File: src/design/htw_pkg.sv
// shared types and constants for the hashed timing wheel
`timescale 1ns / 1ps
package htw_pkg;

  // action codes
  localparam logic [2:0] ACT_CREATE  = 3'd0;
  localparam logic [2:0] ACT_START   = 3'd1;
  localparam logic [2:0] ACT_RESTART = 3'd2;
  localparam logic [2:0] ACT_STOP    = 3'd3;
  localparam logic [2:0] ACT_TICK    = 3'd4;

  localparam int unsigned MAX_RESULTS = 32;
  localparam int unsigned TOK_ID_W    = 6;   // covers up to 64 timers
  localparam int unsigned SLOT_W      = 9;   // covers up to 512 slots

  // timeout/2000 = (timeout>>4)/125, reciprocal of 125 scaled by 2^23
  localparam logic [16:0] RECIP_125 = 17'd67109;
  localparam int unsigned RECIP_SH  = 23;

  typedef enum logic [2:0] {
    CELL_NOP    = 3'd0,
    CELL_CREATE = 3'd1,
    CELL_FILE   = 3'd2,
    CELL_STOP   = 3'd3,
    CELL_EXPIRE = 3'd4
  } cell_op_e;

  typedef struct packed {
    cell_op_e            op;
    logic [TOK_ID_W-1:0] id;
    logic [SLOT_W-1:0]   slot;
    logic [15:0]         kind;
    logic [31:0]         tag;
    logic [SLOT_W-1:0]   cur_slot;
    logic [31:0]         stamp_ctr;
  } cell_cmd_t;

  typedef struct packed {
    logic                valid;
    logic [31:0]         age;
    logic [TOK_ID_W-1:0] id;
    logic [15:0]         kind;
    logic [31:0]         tag;
  } token_t;

  typedef struct packed {
    logic        expired;
    logic [4:0]  expired_id;
    logic [15:0] expired_type;
    logic [31:0] expired_tag;
    logic        status;
    logic        last;
  } result_t;

endpackage

File: src/design/htw_cell.sv
// one timer entry of the chain, passing the best due timer to its neighbor
`timescale 1ns / 1ps
module htw_cell #(
  parameter int unsigned INDEX = 0
) (
  input  logic               clk_i,
  input  logic               rst_ni,
  input  htw_pkg::cell_cmd_t cmd_i,
  input  htw_pkg::token_t    tok_i,
  output htw_pkg::token_t    tok_o,
  output logic               active_o
);
  import htw_pkg::*;

  logic              active_q, active_d;
  logic [SLOT_W-1:0] slot_q;
  logic [15:0]       kind_q;
  logic [31:0]       tag_q;
  logic [31:0]       stamp_q;
  token_t            tok_q, tok_d;
  logic              hit;
  logic              due;
  logic [31:0]       age;

  assign hit = (cmd_i.id == TOK_ID_W'(INDEX));
  assign due = active_q && (slot_q == cmd_i.cur_slot);
  assign age = cmd_i.stamp_ctr - stamp_q;

  always_comb begin
    active_d = active_q;
    if (hit) begin
      case (cmd_i.op)
        CELL_CREATE: active_d = 1'b0;
        CELL_FILE:   active_d = 1'b1;
        CELL_STOP:   active_d = 1'b0;
        CELL_EXPIRE: active_d = 1'b0;
        default:     active_d = active_q;
      endcase
    end
  end

  // lower index wins a tie since the incoming word is kept on equal age
  always_comb begin
    tok_d = tok_i;
    if (due && (!tok_i.valid || age < tok_i.age)) begin
      tok_d.valid = 1'b1;
      tok_d.age   = age;
      tok_d.id    = TOK_ID_W'(INDEX);
      tok_d.kind  = kind_q;
      tok_d.tag   = tag_q;
    end
  end

  always_ff @(posedge clk_i or negedge rst_ni) begin
    if (!rst_ni) begin
      active_q <= 1'b0;
      tok_q    <= '0;
    end else begin
      active_q <= active_d;
      tok_q    <= tok_d;
    end
  end

  always_ff @(posedge clk_i) begin
    if (hit && cmd_i.op == CELL_CREATE) begin
      kind_q <= cmd_i.kind;
      tag_q  <= cmd_i.tag;
    end
    if (hit && cmd_i.op == CELL_FILE) begin
      slot_q  <= cmd_i.slot;
      stamp_q <= cmd_i.stamp_ctr;
    end
  end

  assign tok_o    = tok_q;
  assign active_o = active_q;

endmodule

File: config.mk
export PLATFORM = sky130hd
export DESIGN_NAME = htw_cell
export DESIGN_NICKNAME = d
export VERILOG_FILES = /design/src/design/htw_pkg.sv /design/src/design/htw_cell.sv
export SDC_FILE = /design/constraint.sdc
export NUM_CORES = 1
export LEC_CHECK = 0
export ABC_AREA = 1
export ABC_CLOCK_PERIOD_IN_PS = 5200
export BUFFER_PORTS_ARGS = -buffer_cell sky130_fd_sc_hd__buf_2
export CORE_UTILIZATION = 55
export CTS_BUF_LIST = sky130_fd_sc_hd__clkbuf_8 sky130_fd_sc_hd__clkbuf_16
export DETAILED_ROUTE_END_ITERATION = 12
export GPL_ROUTABILITY_DRIVEN = 1
export PLACE_DENSITY_LB_ADDON = 0.08
export SYNTH_ARGS = -nofsm -noshare
export SYNTH_HDL_FRONTEND = slang
export SYNTH_SLANG_ARGS = --single-unit
File: constraint.sdc
create_clock -name clk_i -period 5.2 [get_ports clk_i]
set_input_delay 0.52 -clock clk_i [delete_from_list [all_inputs] [get_ports clk_i]]
set_output_delay 0.52 -clock clk_i [all_outputs]
set_load 0.01 [all_outputs]
==> summary.txt <==
Run status
  – Outcome: complete, but fails checks
  – Failing checks: hold timing

Power
  – Flop pwr share: 0.471
  – Maximum VDD drop: 0.000239 V
  – Clk pwr share: 0.387
  – P_int: 2330 uW
  – Sw Share: 0.277
  – Pwr Total: 3220 uW
  – Static Leak: 0.00642 uW
  – Pwr dens: 272 nW/um2
  – Combinational Power Share: 0.142
  – Switch Pwr: 893 uW

Global route
  – Initial antenna violation count: 4
  – First-pass GRT wire length: 38300 um
  – Number of global-route vias before repair: 7768
  – Overflow left after global routing: 0
  – Largest net degree at the start of global routing: 87
  – GR Util All Layers: 0.280

Route
  – Via count: 8339
  – Post-DR vias/cell: 5.00
  – Post-route DRC: 0
  – Final Routed Wirelength: 25100 um
  – Starting DRT DRC Count: 409
  – First-pass DRT Iterations: 5
  – WL/cell: 15.0 um
  – Post-route antenna net violation count: 0

Synth
  – Ys async rst share: 0.497
  – Sequential-to-total area share from yosys stat: 0.503
  – Distinct cells, synth: 36
  – Yosys top cell by area: edfxtp_1
  – Synthesized area per cell: 8.46 um2
  – Most numerous cell in the Yosys netlist: nand2_1
  – Synth top cells by count: nand2_1, inv_1, nand3_1
  – YS warnings: 0
  – FF+latch count, synth: 177
  – Post-Syn Area: 9680 um2
  – Top cells by area, synth: edfxtp_1, dfrtp_1, nand2_1
  – Top FF cell, synth: edfxtp_1
  – Mapped Cells: 1145
  – Post-synth net total: 1404
  – Share of the synthesized area in the top cell type: 0.276
  – Number of synthesized flops with an enable pin: 89

Timing
  – Slew @ Worst Pin: 1120 ps
  – Clock skew: 10.1 ps
  – Fin crit share: 0.754
  – Final setup vio count: 0
  – Tmin final: 3920 ps
  – Setup TNS: 0 ps
  – Max-slew violation count: 0
  – Hold WS: -0.797 ps
  – Count of final hold-check violations: 1
  – Max-Slew Margin vs Limit: 0.253
  – F_max: 255 MHz
  – RSZ-0062 raised after global routing: no

Floorplanning
  – Core Area: 17200 um2
  – Die area: 18100 um2
  – Site row count: 48
  – Initial Util: 0.562
  – Die Span Y: 135 um
  – DIE WIDTH: 135 um
  – # IOs: 284

Cells and area
  – Layout cells sized above 1: 0.241
  – Nets@finish: 1686
  – Util after Layout: 0.688
  – Design Area, Final: 11900 um2
  – # fillers: 1434
  – P&R area growth vs syn: 22.5%

Worst setup path
  – Worst Path Buf+Inv: 3
  – WP data required: 5460 ps
  – Crit-path slowest cell: buf_4
  – Top cell by count, worst path: nand2_1
  – Crit path largest cell delay: 710 ps
  – CP Class: reg -> reg
  – CP Launch Type: flip-flop
  – Crit-path leading delay family: simple AND/OR/NAND/NOR gates
  – CP arrival: 4170 ps
  – CP Capture Type: flip-flop
  – Crit-path cells: inv_1 > ha_1 > nand2_1 > nor2_1 > nand2_1 > nand2_2 > nand2_1 > nand2_2 > nand2_1 > nand3_1 > nand2_1 > ha_1 > nand2_1 > inv_1 > nor2_1 > o21a_1 > nand2_1 > a21oi_1 > nand2_1 > nand2_4 > buf_4 > a21boi_0
  – Crit Path Max Fanout: 86

Placed design
  – RD Place Congestion: 0.975
  – Dpl hpwl: 19600 um
  – Port Buffer Count: 283
  – Post-DP Area: 11300 um2

Clock network
  – Clk root buf: clkbuf_16
  – H-Tree Level Count: 4
  – CTS tree: built
  – Clock transition at path regs: 70 ps
  – Cts hold-fix bufs: 0
  – Clock Latency Late Sink: 430 ps
  – Clock Tree Buf Depth: 2
  – Total CTS buffers: 17
  – Sink Count: 177
  – CTS-repair resized insts: 0
  – Setup bufs post-CTS: 0

Flow run
  – Max_cap viols: 0

Hold path
  – Min-Delay Path Class: in -> async
[layout by cell type (no fill, tap or decap), drive strengths merged, types with 4 or more instances in the layout]
cell / Yosys / layout
a21boi: 6 / 6
a21oi: 37 / 37
buf: 26 / 289
clkbuf: 0 / 17
clkinv: 0 / 9
dfrtp: 88 / 88
edfxtp: 89 / 89
ha: 62 / 62
inv: 187 / 192
nand2: 414 / 414
nand3: 113 / 113
nand4: 13 / 13
nor2: 57 / 57
nor3: 9 / 9
o21ai: 8 / 8
o21bai: 4 / 4
xnor2: 4 / 4
xor2: 16 / 16
[metal layers]
metal | track usage | wire length (um) | up-vias
met1 | 0.330 | 10200 | 3834
li1 | - | - | 4195
met3 | 0.0552 | 1350 | 54
met5 | 0 | 12 | -
met4 | 0.124 | 913 | 2
met2 | 0.495 | 12600 | 254
[through the flow]
stage,setup WS [ps],instances
floorplan,1300,1145
global placement,1040,1633
detailed placement,957,1633
CTS,1320,1665
global route,908,1666
finish,1280,1668
[cell families after synthesis]
family	count (synthesis)	share of synthesized area
flip-flops	177	0.503
AND/OR/NAND/NOR	612	0.268
AO/OA/AOI/OAI	60	0.0355
adder cells (fa/ha/maj)	63	0.0822
buffers and inverters	213	0.0920
XOR/XNOR	20	0.0189
[final cells by class]
type                    instances  area (um2)  share of cell area
multi-input cells             755        3940               0.332
flip-flops and latches        177        4870               0.411
inverters                     187         702              0.0592
diodes                          3        7.51            0.000633
clock inverters                15         169              0.0142
clock buffers                  17         425              0.0359
repair buffers                289        1460               0.123
well taps                     225         282              0.0237
[worst paths after layout]
kind / start / endpoint / slack [ps] / cells after the start
min reg2reg: tag_q[9] / tok_o[9] / 470 / 2
min in group clk_i: cmd_i[72] / tag_q[31] / 260 / 1
max in group asynchronous: rst_ni / tok_o[26] / 4080 / 2
max: stamp_q[6] / tok_o[48] / 1280 / 22
min: rst_ni / tok_o[40] / -0.8 / 1
max reg2reg: stamp_q[6] / tok_o[48] / 1280 / 22
[sequential cells by signal, summed over array words and instances (netlist names)]
register,count
tok_o,87
active_o,1
slot_q,9
stamp_q,32
kind_q,16
tag_q,32
[power by group through the flow]
stage | Clock [uW] | Sequential [uW] | Combinational (uW)
after floorplan | 0 | 1570 | 239
after global placement | 0 | 1550 | 446
after detailed placement | 0 | 1550 | 455
after CTS | 1270 | 1520 | 457
after global routing | 1330 | 1520 | 513
final | 1250 | 1520 | 456
Power figures use the tool's default switching activity.
